==> config.mk <==
export PLATFORM = sky130hd
export DESIGN_NAME = uart_command_line_framer_top
export DESIGN_NICKNAME = d
export VERILOG_FILES = /design/src/rtl/core/ucf_pkg.sv /design/src/rtl/core/uart_command_line_framer_top.sv /design/src/rtl/core/ucf_ram.sv /design/src/rtl/core/ucf_ctrl.sv
export SDC_FILE = /design/constraint.sdc
export NUM_CORES = 1
export LEC_CHECK = 0
export BUFFER_PORTS_ARGS = -buffer_cell sky130_fd_sc_hd__buf_2
export CORE_ASPECT_RATIO = 0.8
export CORE_UTILIZATION = 31
export CTS_BUF_LIST = sky130_fd_sc_hd__clkbuf_8
export DETAILED_ROUTE_END_ITERATION = 16
export GPL_TIMING_DRIVEN = 1
export PLACE_DENSITY_LB_ADDON = 0.05
export RECOVER_POWER = 25
export SYNTH_ARGS = -nofsm -noshare
export SYNTH_HDL_FRONTEND = slang
export SYNTH_HIERARCHICAL = 1
export SYNTH_SLANG_ARGS = --single-unit
export TNS_END_PERCENT = 10
==> constraint.sdc <==
create_clock -name aclk -period 3.55 [get_ports aclk]
set_input_delay 0.5325 -clock aclk [delete_from_list [all_inputs] [get_ports aclk]]
set_output_delay 0.5325 -clock aclk [all_outputs]
set_load 0.01 [all_outputs]
==> src/rtl/core/ucf_pkg.sv <==
// Package for the UART command line framer: payload structs, event codes,
// character constants and sizing. Used by the top level and ucf_ctrl in rtl/core.
package ucf_pkg;

    // Line buffer sizing. The store holds one byte less than the buffer.
    localparam int BUF_BYTES = 128;
    localparam int LINE_CAP  = BUF_BYTES - 1;
    localparam int CNT_W     = $clog2(BUF_BYTES);
    localparam int ADDR_W    = $clog2(LINE_CAP);

    // Item function codes.
    localparam logic FUNC_RX   = 1'b0;
    localparam logic FUNC_READ = 1'b1;

    // Event codes.
    localparam logic [2:0] EV_NONE        = 3'd0;
    localparam logic [2:0] EV_FRAME       = 3'd1;
    localparam logic [2:0] EV_USER        = 3'd2;
    localparam logic [2:0] EV_PASSWORD    = 3'd3;
    localparam logic [2:0] EV_LOGIN_RESET = 3'd4;
    localparam logic [2:0] EV_DISCARD     = 3'd5;

    // Login states.
    localparam logic [1:0] LOGIN_USER     = 2'd0;
    localparam logic [1:0] LOGIN_PASSWORD = 2'd1;
    localparam logic [1:0] LOGIN_DONE     = 2'd2;
    localparam logic [1:0] LOGIN_UNKNOWN  = 2'd3;

    // Characters.
    localparam logic [7:0] CH_CR    = 8'h0D;
    localparam logic [7:0] CH_LF    = 8'h0A;
    localparam logic [7:0] CH_TILDE = 8'h7E;
    localparam logic [7:0] CH_COLON = 8'h3A;
    localparam logic [7:0] CH_SPACE = 8'h20;
    localparam logic [7:0] CH_RESET = 8'hFF;

    typedef struct packed {
        logic       func;
        logic [7:0] rx_byte;
        logic [6:0] read_index;
    } in_t;

    typedef struct packed {
        logic [2:0] event_res;
        logic [6:0] payload_length;
        logic [7:0] read_data;
        logic [1:0] login_state;
    } out_t;

    // Result fields produced by the line controller.
    typedef struct packed {
        logic [2:0] event_res;
        logic [6:0] payload_length;
        logic [1:0] login_state;
    } status_t;

    // Write request into the line store.
    typedef struct packed {
        logic              en;
        logic [ADDR_W-1:0] addr;
        logic [7:0]        data;
    } wr_t;

endpackage

==> src/rtl/core/uart_command_line_framer_top.sv <==
// UART command line framer, top level.
// An accepted input beat's result beat is registered and offered next cycle.
// Throughput: one beat per cycle while m_ready is high; the result register
// and store read port load at the accepting edge; nothing else limits rate.
// Reset (aresetn, synchronous, active low): empty line, previous byte 0,
// login state unknown, no result pending. The line store is not cleared.
module uart_command_line_framer_top (
    input  logic          aclk,
    input  logic          aresetn,
    input  logic          s_valid,
    output logic          s_ready,
    input  ucf_pkg::in_t  s_payload,
    output logic          m_valid,
    input  logic          m_ready,
    output ucf_pkg::out_t m_payload
);
    import ucf_pkg::*;

    // An input beat is taken whenever the result register is empty or is
    // being emptied in the same cycle, so the block streams at full rate.
    // A waiting result holds off the next input beat only until the
    // receiver takes it.
    logic    accept;
    status_t status;
    wr_t     wr;

    logic              rd_req;
    logic [ADDR_W-1:0] rd_addr;
    logic [7:0]        rd_data;

    logic    m_valid_reg;
    status_t status_reg;
    logic    rd_sel_reg;

    assign s_ready = !m_valid_reg || m_ready;
    assign accept  = s_valid && s_ready;

    // The controller handles received bytes: counting, login prompts and
    // the terminator decisions. Read items leave its state unchanged.
    ucf_ctrl u_ctrl (
        .aclk    (aclk),
        .aresetn (aresetn),
        .accept  (accept),
        .item    (s_payload),
        .status  (status),
        .wr      (wr)
    );

    // A read item reads the store at the accepting edge. The store's read
    // register loads only then, so it holds the byte while the result waits.
    // An index past the line capacity reads as zero.
    assign rd_req  = accept && (s_payload.func == FUNC_READ) &&
                     (32'(s_payload.read_index) < LINE_CAP);
    assign rd_addr = ADDR_W'(s_payload.read_index);

    ucf_ram #(
        .WIDTH (8),
        .DEPTH (LINE_CAP)
    ) u_line_store (
        .aclk  (aclk),
        .we    (wr.en),
        .waddr (wr.addr),
        .wdata (wr.data),
        .re    (rd_req),
        .raddr (rd_addr),
        .rdata (rd_data)
    );

    always_ff @(posedge aclk) begin
        if (!aresetn) begin
            m_valid_reg <= 1'b0;
        end else if (accept) begin
            m_valid_reg <= 1'b1;
        end else if (m_ready) begin
            m_valid_reg <= 1'b0;
        end
    end

    always_ff @(posedge aclk) begin
        if (accept) begin
            status_reg <= status;
            rd_sel_reg <= rd_req;
        end
    end

    assign m_valid                  = m_valid_reg;
    assign m_payload.event_res      = status_reg.event_res;
    assign m_payload.payload_length = status_reg.payload_length;
    assign m_payload.login_state    = status_reg.login_state;
    assign m_payload.read_data      = rd_sel_reg ? rd_data : 8'h00;

endmodule

==> src/rtl/core/ucf_ram.sv <==
// Generic single-port-write, single-port-read RAM with registered read data.
// Depends on nothing.
module ucf_ram #(
    parameter int WIDTH = 8,
    parameter int DEPTH = 127
) (
    input  logic                     aclk,
    input  logic                     we,
    input  logic [$clog2(DEPTH)-1:0] waddr,
    input  logic [WIDTH-1:0]         wdata,
    input  logic                     re,
    input  logic [$clog2(DEPTH)-1:0] raddr,
    output logic [WIDTH-1:0]         rdata
);

    logic [WIDTH-1:0] mem_reg [DEPTH];
    logic [WIDTH-1:0] rdata_reg;

    always_ff @(posedge aclk) begin
        if (we) begin
            mem_reg[waddr] <= wdata;
        end
        if (re) begin
            rdata_reg <= mem_reg[raddr];
        end
    end

    assign rdata = rdata_reg;

endmodule

==> src/rtl/core/ucf_ctrl.sv <==
// Line controller: byte count, first/last/previous byte and login state.
// Computes one item's result and the store write. Depends on ucf_pkg.
module ucf_ctrl (
    input  logic            aclk,
    input  logic            aresetn,
    input  logic            accept,
    input  ucf_pkg::in_t    item,
    output ucf_pkg::status_t status,
    output ucf_pkg::wr_t    wr
);
    import ucf_pkg::*;

    logic [CNT_W-1:0] count_reg, count_next;
    logic [7:0]       prev_reg, prev_next;
    logic [7:0]       first_reg, first_next;
    logic [7:0]       last_reg, last_next;
    logic [1:0]       mode_reg, mode_next;

    logic             is_rx;
    logic             is_term;
    logic             in_login;
    logic             prompt;
    logic [CNT_W-1:0] count_inc;
    logic [2:0]       ev;
    logic [6:0]       plen;

    always_comb begin
        is_rx      = (item.func == FUNC_RX);
        is_term    = (item.rx_byte == CH_CR) || (item.rx_byte == CH_LF);
        in_login   = (mode_reg == LOGIN_USER) || (mode_reg == LOGIN_PASSWORD);
        prompt     = in_login && (prev_reg == CH_COLON) && (item.rx_byte == CH_SPACE);
        count_inc  = count_reg + CNT_W'(1);

        count_next = count_reg;
        prev_next  = prev_reg;
        first_next = first_reg;
        last_next  = last_reg;
        mode_next  = mode_reg;
        ev         = EV_NONE;
        plen       = '0;
        wr.en      = 1'b0;
        wr.addr    = count_reg[ADDR_W-1:0];
        wr.data    = item.rx_byte;

        if (is_rx) begin
            prev_next = item.rx_byte;
            if (is_term) begin
                if (count_reg != '0) begin
                    count_next = '0;
                    if ((count_reg == CNT_W'(1)) && (first_reg == CH_RESET)) begin
                        mode_next = LOGIN_USER;
                        ev        = EV_LOGIN_RESET;
                    end else if (in_login) begin
                        ev = EV_DISCARD;
                    end else if ((count_reg >= CNT_W'(3)) && (prev_reg == CH_TILDE) &&
                                 (first_reg == CH_TILDE) && (last_reg == CH_TILDE)) begin
                        ev   = EV_FRAME;
                        plen = 7'(count_reg - CNT_W'(2));
                    end else begin
                        ev = EV_DISCARD;
                    end
                end
            end else if (count_reg < CNT_W'(LINE_CAP)) begin
                // The byte is stored; the first and last bytes are mirrored
                // in registers so the frame test needs no store read.
                wr.en      = 1'b1;
                last_next  = item.rx_byte;
                count_next = count_inc;
                if (count_reg == '0) begin
                    first_next = item.rx_byte;
                end
                if (prompt) begin
                    count_next = '0;
                    if (count_inc >= CNT_W'(3)) begin
                        ev        = (mode_reg == LOGIN_USER) ? EV_USER : EV_PASSWORD;
                        mode_next = mode_reg + 2'd1;
                    end else begin
                        ev = EV_DISCARD;
                    end
                end
            end
        end

        wr.en                 = wr.en && accept;
        status.event_res      = ev;
        status.payload_length = plen;
        status.login_state    = mode_next;
    end

    always_ff @(posedge aclk) begin
        if (!aresetn) begin
            count_reg <= '0;
            prev_reg  <= '0;
            mode_reg  <= LOGIN_UNKNOWN;
        end else if (accept) begin
            count_reg <= count_next;
            prev_reg  <= prev_next;
            mode_reg  <= mode_next;
        end
    end

    always_ff @(posedge aclk) begin
        if (accept) begin
            first_reg <= first_next;
            last_reg  <= last_next;
        end
    end

endmodule

==> impl_metrics.tcl, run 1 <==
set metrics [dict create \
    drive_above_1_share 0.279 \
    core_um2 135000 \
    synth.cell_area_um2 42300 \
    worstHoldStart "s_payload[11]" \
    rows 120 \
    cts_root_buffer "clkbuf_8" \
    placed_area_um2 45600 \
    track_usage 0.185 \
    p_leak_nw 15.4 \
    power.share.sequential 0.544 \
    ys_ff_latch 1071 \
    async_flop_share 0 \
    port-buffer-count 41 \
    critPathMaxFanout 8 \
    drcViolationCount 0 \
    dp_hpwl_um 81100 \
    io_pins 42 \
    rr_worst_depth 10 \
    clock_sinks 1071 \
    max_freq_mhz 305 \
    rsz0062_at_grt "false" \
    cts_hold_buf 6 \
    rrSetupSlack_ns 0.27 \
    synth_cells 2111 \
    maxCapViolCount 7 \
    multiInputGateArea_um2 9550 \
    syn-mean-instance-area_um2 20.0 \
    cp-start-kind "flop" \
    hold_viol 0 \
    synth_edf_count 1053 \
    r2r_start "u_ctrl/count_reg[1]" \
    overflow 0 \
    internal_power_mw 19.7 \
    p_sw_frac 0.233 \
    dr.pass1.iters 5 \
    drt-initial-drc-count 1949 \
    syn_to_final_growth_pct 15.6 \
    avgRoutedWirePerCell_um 29.4 \
    yosysSeqAreaShare 0.756 \
    pwr-share-clk 0.402 \
    place_congestion 0.776 \
    syn_nets 2140 \
    layout_setup_ws_ns 0.271 \
    post_cts_buffers 0 \
    cp.required_ns 4.07 \
    register_area_um2 32000 \
    cts_buffers 178 \
    power.switching_mw 5.99 \
    hp-class "in -> reg" \
    synthFlopType "edfxtp_1" \
    clkLatencyLatePin_ns 0.91 \
    num_vias 22100 \
    cts_buffer_depth 3 \
    path_clk_slew_ns 0.05 \
    dieHeight_um 332 \
    initial_utilization 0.314 \
    finalCritPeriodShare 0.924 \
    whs_endpoint "u_ctrl/prev_reg[4]" \
    ctsHtreeMaxLevel 4 \
    stdcell_area_um2 48900 \
    worstPathCellList "ha_1 > nand2_1 > nor3_1 > or2_2 > nor2_1 > buf_4 > nor2b_1 > nand2_1 > buf_4 > nor2_1" \
    cts_tree "built" \
    p_comb_frac 0.054 \
    ir_drop_uv 387 \
    die_area_um2 138000 \
    ys_types 70 \
    worstSetupPathType "reg -> reg" \
    p_per_area_nw_per_um2 525 \
    reg2reg_to "u_line_store/mem_reg[120][5]" \
    violations "max-capacitance violations, max-slew violations" \
    slowest_stage "nor2_1" \
    drt-vias-per-instance 5.12 \
    post_cts_resized 0 \
    die_w_um 415 \
    ant_nets 0 \
    grt_pass1_wl_um 179000 \
    slew_viol_final 472 \
    max_slew.worst_pin.slew_ns 2.83 \
    largest_reg_flops 1016 \
    max-slew-margin-rel -0.885 \
    pre_cts_ws_ns 0.0126 \
    worstPathArrival_ns 3.80 \
    ys_warn_count 6 \
    antenna_found_initial 7 \
    status "finished, violations left" \
    cpPeakStageDelay_ns 0.69 \
    grt_pass1_vias 23000 \
    fin_skew_ns 0.0317 \
    final_nets 2422 \
    fillers 12500 \
    finalCriticalPeriod_ns 3.28 \
    setup_viol 0 \
    routed_wl_um 127000 \
    whs_path_depth 4 \
    crit_path_end_kind "flop" \
    grt_max_degree 130 \
]
[cell families after synthesis]
logic type	share of synthesized area
compound gates	0.0321
buf+inv	0.0178
simple gates	0.0473
xor+xnor	0.00145
fa+ha+maj	0.00266
mux	0.142
flops	0.756
[critical path, delay by kind of cell (launching register included)]
family	cells	cell delay (ns)
fa+ha+maj	1	0.24
buf+inv	2	0.48
flops	1	0.31
simple gates	7	1.88
[worst max-delay path by stage]
stage / start / end / slack (ns) / cells after the start
after floorplan: m_ready / u_line_store/mem_reg[109][0] / 0.28 / 10
after global placement: s_payload[0] / u_line_store/rdata[7] / -0.002 / 8
after detailed placement: s_payload[0] / u_line_store/rdata[3] / 0.01 / 8
after CTS: u_ctrl/count_reg[1] / u_line_store/mem_reg[49][5] / 0.27 / 10
after global routing: u_ctrl/count_reg[1] / u_line_store/mem_reg[49][5] / 0.06 / 10
final: u_ctrl/count_reg[1] / u_line_store/mem_reg[120][5] / 0.27 / 10
[cells in the final DEF (no fill, tap or decap), types with 11 or more instances in the layout]
cell	instances
edfxtp_1	1053
mux4_2	235
clkbuf_8	185
nor2_1	159
buf_4	148
inv_1	65
nand2_1	62
clkinv_1	57
a22oi_1	39
nor2b_1	32
buf_2	31
mux2_2	31
mux2i_1	30
o22ai_1	29
nand3_1	27
nor4_1	24
a21oi_1	24
a211oi_1	23
o21ai_0	21
dfxtp_1	18
nor3_1	18
buf_12	17
clkinv_2	16
and2_1	11
nand4_1	11
nand2b_1	11
[power by group through the flow]
stage               logic, mW  clock network, mW  registers, mW
global route             1.48               11.2           13.9
detailed placement       1.42                  0           14.2
floorplan               0.766                  0           14.2
global placement         1.41                  0           14.2
CTS                      1.43               10.7           13.9
finish                   1.38               10.3           14.0
[metrics by stage]
step	cells	power, mW	TNS [ns]	hold slack, ns	utilization
floorplan	2111	15.0	0	0.439	-
global placement	3976	15.6	-0.00203	0.450	0.339
detailed placement	3976	15.6	0	0.458	0.339
CTS	4309	26.1	0	0.161	0.364
global route	4310	26.6	0	0.333	0.363
finish	4315	25.7	0	0.354	0.363
[cells in the mapped netlist (all sizes together), types with 26 or more instances]
library cell / number / area, um2
nor2: 159 / 597
clkbuf: 42 / 158
nand3: 27 / 135
nor2b: 32 / 200
nor4: 26 / 175
a22oi: 39 / 293
buf: 75 / 551
edfxtp: 1053 / 31600
mux4: 238 / 5370
o22ai: 29 / 181
nand2: 63 / 239
mux2i: 30 / 300
mux2: 31 / 349
[routing by layer]
metal / vias to the layer above / GRT usage / wire, um
met3: 201 / 0.0352 / 6500
li1: 9330 / - / -
met5: - / 0 / 0
met2: 640 / 0.277 / 57100
met1: 11900 / 0.272 / 60600
met4: 0 / 0.0550 / 2760
[cell type report]
type                    count  area share
clock inverters           142      0.0155
diodes                      6    0.000307
multi-input cells         911       0.195
flip-flops and latches   1071       0.654
well taps                1769      0.0453
inverters                  12    0.000922
clock buffers             185      0.0521
repair buffers            219      0.0362
Power figures use the tool's default switching activity.
==> run 2: changes to the inputs <==
--- a/config.mk
+++ b/config.mk
@@ -6,13 +6,12 @@
 export NUM_CORES = 1
 export LEC_CHECK = 0
 export BUFFER_PORTS_ARGS = -buffer_cell sky130_fd_sc_hd__buf_2
-export CORE_ASPECT_RATIO = 0.8
 export CORE_UTILIZATION = 31
 export CTS_BUF_LIST = sky130_fd_sc_hd__clkbuf_8
 export DETAILED_ROUTE_END_ITERATION = 16
 export GPL_TIMING_DRIVEN = 1
 export PLACE_DENSITY_LB_ADDON = 0.05
-export RECOVER_POWER = 25
+export SKIP_CTS_REPAIR_TIMING = 1
 export SYNTH_ARGS = -nofsm -noshare
 export SYNTH_HDL_FRONTEND = slang
 export SYNTH_HIERARCHICAL = 1
==> run 2 against run 1 <==
  * The flow now finishes without violations
  * Global-route usage rose by 0.32 points
  * Critical path type unchanged
  * Routed wire length up 0.52%
  * Largest cell class unchanged
  * Utilization is 0.15 points lower
==> impl_metrics.tcl, run 2 (synthesis gave the netlist of run 1 again) <==
set metrics [dict create \
    layout_common_cells "edfxtp_1 (1053), mux4_2 (235), clkbuf_8 (191), nor2_1 (159), buf_4 (136)" \
    clkLatencyLatePin_ns 0.88 \
    initial_utilization 0.312 \
    grt_pass1_wl_um 180000 \
    cts_buffer_depth 3 \
    grt_busiest_layer "met2" \
    p_per_area_nw_per_um2 531 \
    layout_setup_ws_ns 0.151 \
    crit_top_cell "buf_4" \
    core_um2 135000 \
    worstPathCellList "ha_1 > nand2_1 > nor3_1 > or2_2 > nor2_1 > buf_4 > nor2b_1 > buf_4 > nand2_1 > buf_4 > buf_12 > nor2_1" \
    antenna_found_initial 9 \
    die_area_um2 138000 \
    cts_tree "built" \
    drcViolationCount 0 \
    cp.required_ns 4.04 \
    drive_above_1_share 0.284 \
    fillers 12700 \
    p_leak_nw 15.5 \
    path_clk_slew_ns 0.06 \
    cts_buffers 189 \
    max_slew.worst_pin.slew_ns 1.20 \
    ctsHtreeMaxLevel 4 \
    slowest_stage "nor2_1" \
    slew_viol_final 0 \
    rsz0062_at_grt "true" \
    drt-initial-drc-count 1694 \
    grt_pass1_vias 22900 \
    finalCriticalPeriod_ns 3.40 \
    grt_util_met2 0.297 \
    finalPower_mw 26.0 \
    num_vias 21900 \
    syn_to_final_growth_pct 15.9 \
    overflow 0 \
    cpPeakStageDelay_ns 0.59 \
    grt_max_degree 93 \
    port-buffer-count 41 \
    worst_hold_slack_ns 0.0752 \
    pre_cts_ws_ns -0.194 \
    fin_skew_ns 0.0408 \
    worst_path_dominant_cell_family "simple AND/OR/NAND/NOR gates" \
    largest_reg_flops 1016 \
    clock_sinks 1071 \
    hp-class "in -> reg" \
    cp_num_buf_inv 4 \
    final_common_cell "edfxtp_1" \
    hold_viol 0 \
    cp-start-kind "flop" \
    worstPathArrival_ns 3.89 \
    finalSetupTns_ns 0 \
    die_w_um 371 \
    crit_path_end_kind "flop" \
    dieHeight_um 371 \
    maxCapViolCount 0 \
    cts_root_buffer "clkbuf_8" \
    critPathMaxFanout 8 \
    grt_util_met3 0.0337 \
    worstSetupPathType "reg -> reg" \
    drt-vias-per-instance 5.07 \
    rows 135 \
    track_usage 0.188 \
    multiInputGateArea_um2 9550 \
    max_freq_mhz 294 \
    register_area_um2 32000 \
    dp_hpwl_um 82000 \
    fin_util 0.362 \
    final_nets 2410 \
    io_pins 42 \
    finalCritPeriodShare 0.957 \
    ant_nets 0 \
    max-slew-margin-rel 0.198 \
    routed_wl_um 128000 \
    dr.pass1.iters 5 \
    status "finished clean" \
    ir_drop_uv 383 \
    avgRoutedWirePerCell_um 29.6 \
    place_congestion 0.813 \
    grt_use_met1 0.265 \
    setup_viol 0 \
]
[run 2: layout make-up]
class / count / share of cell area
multi-input combinational: 911 / 0.195
tap: 1781 / 0.0455
timing repair buffer: 196 / 0.0349
antenna: 5 / 0.000255
sequential: 1071 / 0.652
clock inverter: 151 / 0.0175
clock buffer: 191 / 0.0536
inverter: 12 / 0.000919
[run 2: per-stage QoR]
step	cells	cell area, um2
4_1_cts	4308	49000
6_report	4318	49000
3_5_place_dp	3966	45500
2_1_floorplan	2111	42300
3_3_place_gp	3966	45500
5_1_grt	4315	49000
[run 2: worst register-to-register path: stages, from the launching register on]
cell	delay, ns
dfxtp_1	0.31
ha_1	0.22
nand2_1	0.13
nor3_1	0.09
or2_2	0.32
nor2_1	0.36
buf_4	0.19
nor2b_1	0.18
buf_4	0.15
nand2_1	0.07
buf_4	0.23
buf_12	0.16
nor2_1	0.59
[run 2: worst paths after layout]
check                           start                    endpoint  slack [ns]  depth (start not counted)
hold reg to reg    u_ctrl/prev_reg[3]          u_ctrl/prev_reg[3]        0.46                          2
setup / recovery  u_ctrl/count_reg[1]  u_line_store/mem_reg[1][6]        0.15                         12
hold / removal                aresetn          u_ctrl/mode_reg[1]        0.08                          2
setup reg to reg  u_ctrl/count_reg[1]  u_line_store/mem_reg[1][6]        0.15                         12
[run 2: layer usage]
metal | part of all wire | wire length [um]
met5 | 0 | 0
met4 | 0.022 | 2760
met3 | 0.049 | 6310
met2 | 0.47 | 60200
met1 | 0.46 | 58400
[run 2: where the power goes]
part | total (mW) | internal (mW) | switching [mW]
Clock | 10.7 | 5.52 | 5.14
Combinational | 1.42 | 0.498 | 0.919
Sequential | 13.9 | 13.9 | 0.0133
Total | 26.0 | 19.9 | 6.08
